--- src/rtl/kpc_pkg.sv ---
// ----------------------------------------------------------------------------
// kpc_pkg
// Types, constants and register map of the key press classifier.
// ----------------------------------------------------------------------------
package kpc_pkg;

	localparam int OFFSET_WIDTH_DEF = 16;

	localparam int CFG_AW = 5;

	localparam logic [2:0] REG_DEBOUNCE   = 3'd0;
	localparam logic [2:0] REG_LONG_PRESS = 3'd1;
	localparam logic [2:0] REG_SEEK_MAX   = 3'd2;
	localparam logic [2:0] REG_REPEAT     = 3'd3;
	localparam logic [2:0] REG_VISIBLE    = 3'd4;
	localparam logic [2:0] REG_SCROLL_DIV = 3'd5;

	localparam logic [15:0] DEBOUNCE_RST   = 16'd30;
	localparam logic [15:0] LONG_PRESS_RST = 16'd300;
	localparam logic [2:0]  SEEK_MAX_RST   = 3'd4;
	localparam logic [15:0] REPEAT_RST     = 16'd400;
	localparam logic [15:0] VISIBLE_RST    = 16'd128;
	localparam logic [3:0]  SCROLL_DIV_RST = 4'd2;

	localparam int unsigned SEEK_STEP_MS = 5000;
	localparam logic [2:0]  SEEK_BASE    = 3'd2;
	localparam int          SEEK_STEPS   = 5;

	localparam logic [1:0] PLAY_NONE = 2'd0;
	localparam logic [1:0] PLAY_PREV = 2'd1;
	localparam logic [1:0] PLAY_NEXT = 2'd2;

	localparam logic [1:0] VOL_NONE = 2'd0;
	localparam logic [1:0] VOL_UP   = 2'd1;
	localparam logic [1:0] VOL_DOWN = 2'd2;

	typedef struct packed {
		logic [15:0] debounce_ms;
		logic [15:0] long_press_ms;
		logic [2:0]  seek_max;
		logic [15:0] repeat_ms;
		logic [15:0] visible_width;
		logic [3:0]  scroll_divide;
	} cfg_t;

	typedef struct packed {
		logic              short_press;
		logic              seek_valid;
		logic signed [3:0] seek_velocity;
	} track_res_t;

	// first member is the MSB: fields listed high to low
	typedef struct packed {
		logic        pad;
		logic [15:0] text_width;
		logic        rewind_blocked;
		logic        vol_down_level;
		logic        vol_up_level;
		logic        next_press;
		logic        prev_press;
		logic        next_level;
		logic        prev_level;
		logic [31:0] now_ms;
	} in_item_t;

	typedef struct packed {
		logic [5:0]        pad;
		logic              scroll_moved;
		logic [15:0]       scroll_offset;
		logic [1:0]        volume_step;
		logic signed [3:0] seek_velocity;
		logic              seek_valid;
		logic [1:0]        play_command;
	} out_item_t;

endpackage

--- src/rtl/kpc_regs.sv ---
// ----------------------------------------------------------------------------
// kpc_regs
// APB configuration registers.
// ----------------------------------------------------------------------------
module kpc_regs import kpc_pkg::*; (
	input  logic              clk,
	input  logic              arst_n,
	input  logic              psel,
	input  logic              penable,
	input  logic              pwrite,
	input  logic [CFG_AW-1:0] paddr,
	input  logic [31:0]       pwdata,
	output logic [31:0]       prdata,
	output logic              pready,
	output cfg_t              cfg
);

	cfg_t       cfg_q;
	logic       wr;
	logic [2:0] idx;

	assign pready = 1'b1;
	assign wr     = psel & penable & pwrite & pready;
	assign idx    = paddr[CFG_AW-1:2];
	assign cfg    = cfg_q;

	always_ff @(posedge clk or negedge arst_n) begin
		if (!arst_n) begin
			cfg_q.debounce_ms   <= DEBOUNCE_RST;
			cfg_q.long_press_ms <= LONG_PRESS_RST;
			cfg_q.seek_max      <= SEEK_MAX_RST;
			cfg_q.repeat_ms     <= REPEAT_RST;
			cfg_q.visible_width <= VISIBLE_RST;
			cfg_q.scroll_divide <= SCROLL_DIV_RST;
		end else if (wr) begin
			unique case (idx)
				REG_DEBOUNCE:   cfg_q.debounce_ms   <= pwdata[15:0];
				REG_LONG_PRESS: cfg_q.long_press_ms <= pwdata[15:0];
				REG_SEEK_MAX:   cfg_q.seek_max      <= pwdata[2:0];
				REG_REPEAT:     cfg_q.repeat_ms     <= pwdata[15:0];
				REG_VISIBLE:    cfg_q.visible_width <= pwdata[15:0];
				REG_SCROLL_DIV: cfg_q.scroll_divide <= pwdata[3:0];
				default: ;
			endcase
		end
	end

	always_comb begin
		unique case (idx)
			REG_DEBOUNCE:   prdata = {16'd0, cfg_q.debounce_ms};
			REG_LONG_PRESS: prdata = {16'd0, cfg_q.long_press_ms};
			REG_SEEK_MAX:   prdata = {29'd0, cfg_q.seek_max};
			REG_REPEAT:     prdata = {16'd0, cfg_q.repeat_ms};
			REG_VISIBLE:    prdata = {16'd0, cfg_q.visible_width};
			REG_SCROLL_DIV: prdata = {28'd0, cfg_q.scroll_divide};
			default:        prdata = 32'd0;
		endcase
	end

endmodule

--- src/rtl/kpc_track.sv ---
// ----------------------------------------------------------------------------
// kpc_track
// Hold-time classifier for one track key: short press, seek, seek stop.
// ----------------------------------------------------------------------------
module kpc_track import kpc_pkg::*; (
	input  logic        clk,
	input  logic        arst_n,
	input  logic        fire,
	input  logic [31:0] now_ms,
	input  logic        level,
	input  logic        press,
	input  logic        may_seek,
	input  logic        rewind,
	input  cfg_t        cfg,
	output track_res_t  res
);

	logic        armed_q;
	logic [31:0] start_q;
	logic        armed_now;
	logic [31:0] start_now;
	logic [31:0] held;
	logic [31:0] over;
	logic        release_k;
	logic        is_long;
	logic [2:0]  q;
	logic [2:0]  s;
	logic [2:0]  mag;

	assign armed_now = press | armed_q;
	assign start_now = press ? now_ms : start_q;
	assign held      = now_ms - start_now;
	assign over      = held - {16'd0, cfg.long_press_ms};
	assign release_k = ~level & armed_now;
	assign is_long   = held >= {16'd0, cfg.long_press_ms};

	// steps of 5000 ms past the long press point, capped where the limit takes over
	always_comb begin
		q = 3'd0;
		for (int k = 1; k <= SEEK_STEPS; k++) begin
			if (over >= 32'(k * SEEK_STEP_MS))
				q = 3'(k);
		end
	end

	assign s   = SEEK_BASE + q;
	assign mag = (s > cfg.seek_max) ? cfg.seek_max : s;

	always_comb begin
		res = '0;
		if (release_k) begin
			if (held >= {16'd0, cfg.debounce_ms}) begin
				if (!is_long)
					res.short_press = 1'b1;
				else
					res.seek_valid = 1'b1;
			end
		end else if (level && armed_now && is_long && may_seek) begin
			res.seek_valid    = 1'b1;
			res.seek_velocity = rewind ? -$signed({1'b0, mag}) : $signed({1'b0, mag});
		end
	end

	always_ff @(posedge clk or negedge arst_n) begin
		if (!arst_n) begin
			armed_q <= 1'b0;
			start_q <= 32'd0;
		end else if (fire) begin
			armed_q <= armed_now & ~release_k;
			start_q <= start_now;
		end
	end

endmodule

--- src/rtl/kpc_volume.sv ---
// ----------------------------------------------------------------------------
// kpc_volume
// Volume key step on press and auto-repeat while held.
// ----------------------------------------------------------------------------
module kpc_volume import kpc_pkg::*; (
	input  logic        clk,
	input  logic        arst_n,
	input  logic        fire,
	input  logic [31:0] now_ms,
	input  logic        up,
	input  logic        down,
	input  cfg_t        cfg,
	output logic [1:0]  step
);

	logic [1:0]  held_q;
	logic [31:0] mark_q;
	logic [1:0]  held_d;
	logic [31:0] mark_d;
	logic [1:0]  vkey;
	logic [31:0] elapsed;

	assign vkey    = up ? VOL_UP : (down ? VOL_DOWN : VOL_NONE);
	assign elapsed = now_ms - mark_q;

	always_comb begin
		step   = VOL_NONE;
		held_d = held_q;
		mark_d = mark_q;
		if (vkey != VOL_NONE) begin
			if (vkey != held_q) begin
				held_d = vkey;
				mark_d = now_ms;
				step   = vkey;
			end else if (elapsed >= {16'd0, cfg.repeat_ms}) begin
				mark_d = now_ms;
				step   = vkey;
			end
		end else begin
			held_d = VOL_NONE;
		end
	end

	always_ff @(posedge clk or negedge arst_n) begin
		if (!arst_n) begin
			held_q <= VOL_NONE;
			mark_q <= 32'd0;
		end else if (fire) begin
			held_q <= held_d;
			mark_q <= mark_d;
		end
	end

endmodule

--- src/rtl/kpc_scroll.sv ---
// ----------------------------------------------------------------------------
// kpc_scroll
// Title marquee offset: tick divider and wrapping offset counter.
// ----------------------------------------------------------------------------
module kpc_scroll import kpc_pkg::*; #(
	parameter int OFFSET_WIDTH = OFFSET_WIDTH_DEF
) (
	input  logic        clk,
	input  logic        arst_n,
	input  logic        fire,
	input  logic [15:0] text_width,
	input  cfg_t        cfg,
	output logic [15:0] offset,
	output logic        moved
);

	localparam int CW = (OFFSET_WIDTH > 16) ? OFFSET_WIDTH : 16;

	logic [3:0]              ticks_q;
	logic [OFFSET_WIDTH-1:0] offset_q;
	logic [3:0]              ticks_d;
	logic [OFFSET_WIDTH-1:0] offset_d;
	logic [3:0]              ticks_inc;
	logic [OFFSET_WIDTH-1:0] offset_inc;

	assign ticks_inc  = ticks_q + 4'd1;
	assign offset_inc = offset_q + OFFSET_WIDTH'(1);

	always_comb begin
		ticks_d  = ticks_q;
		offset_d = offset_q;
		moved    = 1'b0;
		if (text_width > cfg.visible_width) begin
			ticks_d = ticks_inc;
			if (ticks_inc >= cfg.scroll_divide) begin
				ticks_d  = 4'd0;
				moved    = 1'b1;
				offset_d = (CW'(offset_inc) >= CW'(text_width)) ? '0 : offset_inc;
			end
		end
	end

	assign offset = 16'(offset_d);

	always_ff @(posedge clk or negedge arst_n) begin
		if (!arst_n) begin
			ticks_q  <= 4'd0;
			offset_q <= '0;
		end else if (fire) begin
			ticks_q  <= ticks_d;
			offset_q <= offset_d;
		end
	end

endmodule

--- src/rtl/key_press_classifier_with_marquee_unit.sv ---
// Key press classifier with title marquee. One tick item is taken per clock
// cycle unless the result side stalls, and each gives exactly one result item;
// it passes through the input register, one stage of compare and update logic
// that also updates the key and scroll state, and the result register. While a
// result waits, one more tick can still enter the input register; once that is
// full the input side waits until the result is taken.
// ----------------------------------------------------------------------------
// key_press_classifier_with_marquee_unit
// Track key short/long press, seek speed, volume repeat and title scroll.
// ----------------------------------------------------------------------------
module key_press_classifier_with_marquee_unit import kpc_pkg::*; #(
	parameter int OFFSET_WIDTH = OFFSET_WIDTH_DEF
) (
	input  logic              clk,
	input  logic              arst_n,
	input  logic              s_tvalid,
	output logic              s_tready,
	// now_ms[31:0], prev_level, next_level, prev_press, next_press,
	// vol_up_level, vol_down_level, rewind_blocked, text_width[15:0], pad
	input  logic [55:0]       s_tdata,
	output logic              m_tvalid,
	input  logic              m_tready,
	// play_command[1:0], seek_valid, seek_velocity[3:0], volume_step[1:0],
	// scroll_offset[15:0], scroll_moved, pad
	output logic [31:0]       m_tdata,
	input  logic              psel,
	input  logic              penable,
	input  logic              pwrite,
	input  logic [CFG_AW-1:0] paddr,
	input  logic [31:0]       pwdata,
	output logic [31:0]       prdata,
	output logic              pready
);

	cfg_t       cfg;
	in_item_t   item_s1;
	logic       valid_s1;
	out_item_t  res_q;
	logic       res_valid_q;
	out_item_t  res_d;
	logic       out_free;
	logic       fire;
	track_res_t prev_res;
	track_res_t next_res;
	logic [1:0] vol_step;
	logic [15:0] offset;
	logic       moved;

	assign out_free = ~res_valid_q | m_tready;
	assign fire     = valid_s1 & out_free;
	assign s_tready = ~valid_s1 | out_free;
	assign m_tvalid = res_valid_q;
	assign m_tdata  = res_q;

	kpc_regs u_regs (
		.clk    (clk),
		.arst_n (arst_n),
		.psel   (psel),
		.penable(penable),
		.pwrite (pwrite),
		.paddr  (paddr),
		.pwdata (pwdata),
		.prdata (prdata),
		.pready (pready),
		.cfg    (cfg)
	);

	kpc_track u_prev (
		.clk     (clk),
		.arst_n  (arst_n),
		.fire    (fire),
		.now_ms  (item_s1.now_ms),
		.level   (item_s1.prev_level),
		.press   (item_s1.prev_press),
		.may_seek(~item_s1.rewind_blocked),
		.rewind  (1'b1),
		.cfg     (cfg),
		.res     (prev_res)
	);

	kpc_track u_next (
		.clk     (clk),
		.arst_n  (arst_n),
		.fire    (fire),
		.now_ms  (item_s1.now_ms),
		.level   (item_s1.next_level),
		.press   (item_s1.next_press),
		.may_seek(1'b1),
		.rewind  (1'b0),
		.cfg     (cfg),
		.res     (next_res)
	);

	kpc_volume u_volume (
		.clk   (clk),
		.arst_n(arst_n),
		.fire  (fire),
		.now_ms(item_s1.now_ms),
		.up    (item_s1.vol_up_level),
		.down  (item_s1.vol_down_level),
		.cfg   (cfg),
		.step  (vol_step)
	);

	kpc_scroll #(
		.OFFSET_WIDTH(OFFSET_WIDTH)
	) u_scroll (
		.clk       (clk),
		.arst_n    (arst_n),
		.fire      (fire),
		.text_width(item_s1.text_width),
		.cfg       (cfg),
		.offset    (offset),
		.moved     (moved)
	);

	// next key wins when both act in one tick
	always_comb begin
		res_d = '0;
		if (next_res.short_press)
			res_d.play_command = PLAY_NEXT;
		else if (prev_res.short_press)
			res_d.play_command = PLAY_PREV;
		res_d.seek_valid = prev_res.seek_valid | next_res.seek_valid;
		if (next_res.seek_valid)
			res_d.seek_velocity = next_res.seek_velocity;
		else if (prev_res.seek_valid)
			res_d.seek_velocity = prev_res.seek_velocity;
		res_d.volume_step   = vol_step;
		res_d.scroll_offset = offset;
		res_d.scroll_moved  = moved;
	end

	always_ff @(posedge clk or negedge arst_n) begin
		if (!arst_n) begin
			valid_s1    <= 1'b0;
			res_valid_q <= 1'b0;
		end else begin
			if (s_tready)
				valid_s1 <= s_tvalid;
			if (out_free)
				res_valid_q <= valid_s1;
		end
	end

	always_ff @(posedge clk) begin
		if (s_tvalid && s_tready)
			item_s1 <= in_item_t'(s_tdata);
		if (fire)
			res_q <= res_d;
	end

endmodule

--- config.mk ---
export PLATFORM = sky130hd
export DESIGN_NAME = key_press_classifier_with_marquee_unit
export DESIGN_NICKNAME = d
export VERILOG_FILES = /design/src/rtl/kpc_pkg.sv /design/src/rtl/kpc_regs.sv /design/src/rtl/kpc_track.sv /design/src/rtl/kpc_volume.sv /design/src/rtl/kpc_scroll.sv /design/src/rtl/key_press_classifier_with_marquee_unit.sv
export SDC_FILE = /design/constraint.sdc
export NUM_CORES = 1
export LEC_CHECK = 0
export ABC_AREA = 1
export BUFFER_PORTS_ARGS = -buffer_cell sky130_fd_sc_hd__buf_2
export CAP_MARGIN = 40
export CORE_ASPECT_RATIO = 1.2
export CORE_MARGIN = 2
export CORE_UTILIZATION = 25
export CTS_CLUSTER_SIZE = 40
export DETAILED_ROUTE_END_ITERATION = 10
export PLACE_DENSITY_LB_ADDON = 0.08
export SYNTH_ARGS = -nofsm -noshare
export SYNTH_HDL_FRONTEND = slang
export SYNTH_SLANG_ARGS = --single-unit
--- constraint.sdc ---
create_clock -name clk -period 9.4 [get_ports clk]
set_clock_uncertainty 0.15 [all_clocks]
set_input_delay 1.88 -clock clk [delete_from_list [all_inputs] [get_ports clk]]
set_output_delay 1.88 -clock clk [all_outputs]
set_load 0.03 [all_outputs]
* Word level (Yosys, flattened, before mapping) *
Cells that the tools add are included.

storage, ports and cells
  register bits after elaboration = 274
  input bits = 100
  output and inout bits = 67
  word-level logic and storage cells = 150

operators by class
  add/sub/neg operators = 10
  magnitude comparators = 20
  equality and inequality tests = 7
  multiplexer cells = 45
  bitwise logic cells = 19
  reduce and logical (&&, ||, !) cells = 18

operators by type and width
  operator                                                             number
  greater-or-equal comparator 32 x 16 -> 1 bit                         5
  greater-or-equal comparator 32 x 14 -> 1 bit, second input constant  4
  greater-or-equal comparator 32 x 15 -> 1 bit, second input constant  4
  2-to-1 mux 32 bit                                                    4
  one-hot mux 16 bit (6 select lines)                                  1
  subtractor 32 bit                                                    3
  greater-or-equal comparator 32 x 13 -> 1 bit, second input constant  2
  subtractor 32 x 16 -> 32 bit                                         2
  2-to-1 mux 16 bit                                                    3
  2-to-1 mux 3 bit                                                     10
  2-to-1 mux 4 bit                                                     5
  adder 16 x 1 -> 16 bit, second input constant                        1
  greater-or-equal comparator 16 bit                                   1
  greater-than comparator 16 bit                                       1
  2-to-1 mux 2 bit                                                     8
  AND reduction 2 bit                                                  8
  2-to-1 mux 1 bit                                                     12
  2-to-1 mux 5 bit                                                     2
  AND 1 bit                                                            7
  NOT 1 bit                                                            7
  adder 2 x 3 -> 3 bit, first input constant                           2
  == test 3 x 2 -> 1 bit, second input constant                        2
  == test 3 bit, second input constant                                 2
  greater-than comparator 3 bit                                        2
  11 further kinds                                                     21

* Depth between registers and ports, before layout *
  depth in word-level cells = 17
  mapped depth = 45
  mapped depth without buffers = 44

* Modules after synthesis *
Synthesis repeated with hierarchy kept, for this count alone.

unflattened totals
  cell total of the unflattened synthesis = 4,199
  area, all modules = 26,893.3 um2

by module, submodules not included
  module                                  instances  cells an instance  area each (um2)  seq. area each (um2)
  kpc_track (u_next)                      1          1,216              6,732.7          825.8
  kpc_track (u_prev)                      1          1,220              6,726.5          825.8
  kpc_volume                              1          794                4,511.8          850.8
  kpc_regs                                1          453                3,691.0          1,794.2
  key_press_classifier_with_marquee_unit  1          118                2,646.3          2,482.4
  kpc_scroll                              1          398                2,585.0          500.5

* Worst setup path before layout *
Ideal clock, no wire load.

  path kind = reg2reg
  from = register item_s1[34] in the netlist's numbering
  to = register res_q, in the netlist m_tdata[5], data pin
  library setup time = 0.256 ns
  data arrival time = 5.425 ns
  data required time = 8.994 ns
  slack = 3.569 ns
  stages on the path, launching flop included = 42
  buffers on the path = 2
  period minus slack after synthesis = 5.831 ns
  path through = edfxtp_1 clkbuf_1 clkbuf_1 nand2_1 o21ai_0 ha_1 fa_1 inv_1 nand2_1 nand2_1 and2_1 xor2_1 ha_1 nand2_1 inv_1 nand2_1 nand3b_1 nand2_1 [... 6 more ...] nand2_1 nor2_2 nand2_2 nor2_4 nand2_2 nor2_1 a21boi_0 ha_1 nand3_1 a21boi_0 inv_1 nand3_2 nand2_1 ha_1 inv_1 nand2_1 nand3_1 o21ai_1

RTL lines
  item                      RTL line                                       text
  start: declaration        key_press_classifier_with_marquee_unit.sv:36   in_item_t item_s1;
  start signal: assignment  key_press_classifier_with_marquee_unit.sv:148  item_s1 <= in_item_t'(s_tdata);
  end signal: assignment    key_press_classifier_with_marquee_unit.sv:150  res_q <= res_d;
  end: declaration          key_press_classifier_with_marquee_unit.sv:38   out_item_t res_q;

==> flow_metrics.tcl <==
set metrics [dict create \
    cell_area_after_synthesis_um2 23980 \
    critPathLaunchType "flop" \
    rr_startpoint "item_s1[34]" \
    wire_length_of_the_first_global_routing_pass_um 134000 \
    post_route_cells_drive_above_1_share_pct 10.29 \
    power.ir.vdd_worst_mv 0.1219 \
    antennaDiodeCount 0 \
    synth-seq-cells 274 \
    synthFlopType "sky130_fd_sc_hd__dfrtp_1" \
    hpwl_detailed_um 72310 \
    post_cts_hold_buffer_count 0 \
    grt_remaining_overflow 0 \
    layout.core_utilization_pct 28.70 \
    setup-tns-final_ps 0 \
    result_of_the_run "finished clean" \
    routabilityCongestion 0.8500 \
    die-area_um2 98420 \
    cp_slowest_stage_delay_ps 690 \
    tightestPinTransition_ps 924.4 \
    via_per_inst 4.504 \
    cts.sink_count 274 \
    path_clk_slew_ps 60 \
    initial_antenna_violation_count 0 \
    initial_standard_cell_utilization_of_the_core_pct 25.21 \
    io_buffers 124 \
    synthesis.instances 3466 \
    multi_input_area_um2 14230 \
    path_max_fanout 52 \
    synth_top_cell_by_area "sky130_fd_sc_hd__dfrtp_1" \
    grt_max_degree 125 \
    netlist_top_cells_count "990 x sky130_fd_sc_hd__nand2_1, 550 x sky130_fd_sc_hd__inv_1, 300 x sky130_fd_sc_hd__o21ai_0, 220 x sky130_fd_sc_hd__ha_1, 201 x sky130_fd_sc_hd__nor2_1" \
    detail_route.drc_violations 0 \
    critPathRequiredTime_ps 9570 \
    maxCapViolations 0 \
    placedCellCount 4805 \
    hold_path_depth 2 \
    timing.final.crit_period_ps 7476 \
    cp_common_cell "sky130_fd_sc_hd__nand2_1" \
    grt_pass1_vias 22066 \
    site_row_count 124 \
    synthMostInstantiatedCell "sky130_fd_sc_hd__nand2_1" \
    path_class "reg -> reg" \
    synth_enable_flop_cells 81 \
    setup_violations 0 \
    final_hold_viol_count 0 \
    cts_setup_buffers 0 \
    coreArea_um2 95110 \
    preCtsSetupSlack_ps 1725 \
    clock_path_buffers 3 \
    tritoncts "built" \
    max_slew_violation_total_from_the_final_report 0 \
    rsz_0062_raised_after_global_routing "false" \
    min_from "u_volume.mark_q[24]" \
    period_share_pct 79.54 \
    yosysWarnings 0 \
    area_growth_syn_to_layout_pct 13.85 \
    sequential_area_share_after_synthesis_pct 30.36 \
    insertion_delay_ps 590 \
    die_height_um 343.3 \
    num-fill-cells 10605 \
    grtUsageTotal_pct 17.84 \
    final_layout_net_count 3910 \
    leakage_nw 13.61 \
    die_w_um 286.7 \
    sequential_cell_area_um2 7279 \
    holdCritPathClass "reg -> reg" \
    crit_path_end_kind "flop" \
    max_freq_mhz 133.8 \
    num_io_pins 167 \
    totalPowerFinal_w 0.007751 \
    dr.first_iter.drc_count 1074 \
    cpMaxStageDelayCell "sky130_fd_sc_hd__edfxtp_1" \
    antenna_left 0 \
    min_to "u_volume.mark_q[24]" \
    post_synth_main_area_contributors "sky130_fd_sc_hd__dfrtp_1 19%, sky130_fd_sc_hd__nand2_1 15%, sky130_fd_sc_hd__ha_1 11%" \
    synth_top_cell_area_share_pct 18.68 \
    yosysUniqueCellTypes 64 \
    detail_route.wl_per_cell_um 17.93 \
    finished_layout_cells 4875 \
    drtPass1Iterations 5 \
    cell_chosen_for_the_clock_root "sky130_fd_sc_hd__clkbuf_16" \
    slew-limit-headroom_pct 38.37 \
    tritoncts.num_buffers 38 \
    p_per_area_nw_per_um2 283.9 \
    routed_wirelength_um 87420 \
    h_tree_depth_reported_by_cts 2 \
    reg2reg_setup_slack_ps 1920 \
    asyncSetResetFlopFracSynth_pct 70.44 \
    synthesis.area_per_instance_um2 6.918 \
    final_critical_path_setup_slack_ps 1924 \
    r2r_cells 35 \
    routed-via-count 21956 \
    crit_arrival_ps 7650 \
    cts-resized-gates 0 \
    r2r-end "m_tdata[5]" \
]
## cell families after synthesis
kind of cell	share of synthesized area, %
AND/OR/NAND/NOR	29.03
buffers and inverters	10.70
AO/OA/AOI/OAI	13.97
flip-flops	30.36
adder cells (fa/ha/maj)	11.90
XOR/XNOR	4.018
other	0.03132
## worst max path at each step
stage / from / endpoint / cells past startpoint
final: item_s1[34] / m_tdata[5] / 35
after global routing: item_s1[34] / m_tdata[5] / 37
after CTS: item_s1[34] / m_tdata[5] / 37
after detailed placement: item_s1[34] / m_tdata[5] / 37
after global placement: item_s1[34] / m_tdata[5] / 37
after floorplan: item_s1[34] / m_tdata[5] / 41
## critical path: cells and delay by family, from the launching register on
| kind | cells | cell delay, ps |
|---|---|---|
| buf+inv | 3 | 690 |
| compound gates | 8 | 1940 |
| fa+ha+maj | 4 | 1350 |
| flops | 1 | 690 |
| simple gates | 19 | 2050 |
| xor+xnor | 1 | 380 |
## state kept, by name, indices dropped and copies added, names as in the netlist
| signal | count |
|---|---|
| u_volume.held_q | 2 |
| u_volume.mark_q | 32 |
| item_s1 | 55 |
| u_scroll.ticks_q | 4 |
| u_next.armed_q | 1 |
| valid_s1 | 1 |
| u_regs.cfg | 71 |
| m_tdata | 26 |
| u_scroll.offset_q | 16 |
| m_tvalid | 1 |
| u_next.start_q | 32 |
| u_prev.start_q | 32 |
| u_prev.armed_q | 1 |
## stage by stage
step	area [µm²]	hold slack [ps]
5_1_grt	27300	338.9
6_report	27300	316.7
3_3_place_gp	25970	304.4
3_5_place_dp	26110	308.9
2_1_floorplan	24060	291.9
4_1_cts	27300	322.5
## cell usage in the layout (no fill, tap or decap), types with 5 or more instances in the layout
master and n:
sky130_fd_sc_hd__a21o_1 10, sky130_fd_sc_hd__a21oi_1 172, sky130_fd_sc_hd__a21oi_2 11, sky130_fd_sc_hd__a221o_1 12
sky130_fd_sc_hd__a31oi_1 6, sky130_fd_sc_hd__and2_1 7, sky130_fd_sc_hd__buf_2 123, sky130_fd_sc_hd__buf_4 16
sky130_fd_sc_hd__clkbuf_1 11, sky130_fd_sc_hd__clkbuf_16 39, sky130_fd_sc_hd__clkinv_2 8, sky130_fd_sc_hd__conb_1 23
sky130_fd_sc_hd__dfrtp_1 179, sky130_fd_sc_hd__dfstp_2 14, sky130_fd_sc_hd__edfxtp_1 81, sky130_fd_sc_hd__fa_1 5
sky130_fd_sc_hd__ha_1 220, sky130_fd_sc_hd__inv_1 548, sky130_fd_sc_hd__inv_2 15, sky130_fd_sc_hd__nand2_1 989
sky130_fd_sc_hd__nand2_2 47, sky130_fd_sc_hd__nand3_1 148, sky130_fd_sc_hd__nand3_2 15, sky130_fd_sc_hd__nand3b_1 11
sky130_fd_sc_hd__nand4_1 73, sky130_fd_sc_hd__nor2_1 200, sky130_fd_sc_hd__nor2_2 38, sky130_fd_sc_hd__nor2_4 10
sky130_fd_sc_hd__nor3_1 29, sky130_fd_sc_hd__nor4_1 7, sky130_fd_sc_hd__o211ai_1 10, sky130_fd_sc_hd__o21ai_0 300
sky130_fd_sc_hd__o21ai_1 9, sky130_fd_sc_hd__o21bai_1 11, sky130_fd_sc_hd__o22ai_1 30, sky130_fd_sc_hd__o31ai_1 6
sky130_fd_sc_hd__or2_2 6, sky130_fd_sc_hd__xnor2_1 22, sky130_fd_sc_hd__xor2_1 88
## cell type report
cell class	instances	area share [%]
multi-input combinational	2559	52.12
sequential	274	26.66
inverter	566	7.791
tap	1260	5.775
clock buffer	52	3.827
timing repair buffer	146	3.282
clock inverter	18	0.5408
## report_power, final
part / switching (W) / leakage [nW] / total, W / internal (W)
registers: 0.000180 / 3.19 / 0.00171 / 0.00153
logic: 0.00315 / 9.84 / 0.00463 / 0.00148
clock network: 0.000619 / 0.581 / 0.00141 / 0.000792
total: 0.00395 / 13.6 / 0.00775 / 0.00380
## layer usage
| metal | share of wire, % | routed length, µm | GRT usage, % |
|---|---|---|---|
| met1 | 46 | 40260 | 23.10 |
| met4 | 2.2 | 1900 | 4.090 |
| met2 | 49 | 43010 | 31.93 |
| met5 | 0 | 0 | 0 |
| met3 | 2.6 | 2246 | 1.605 |
Power figures use the tool's default switching activity.
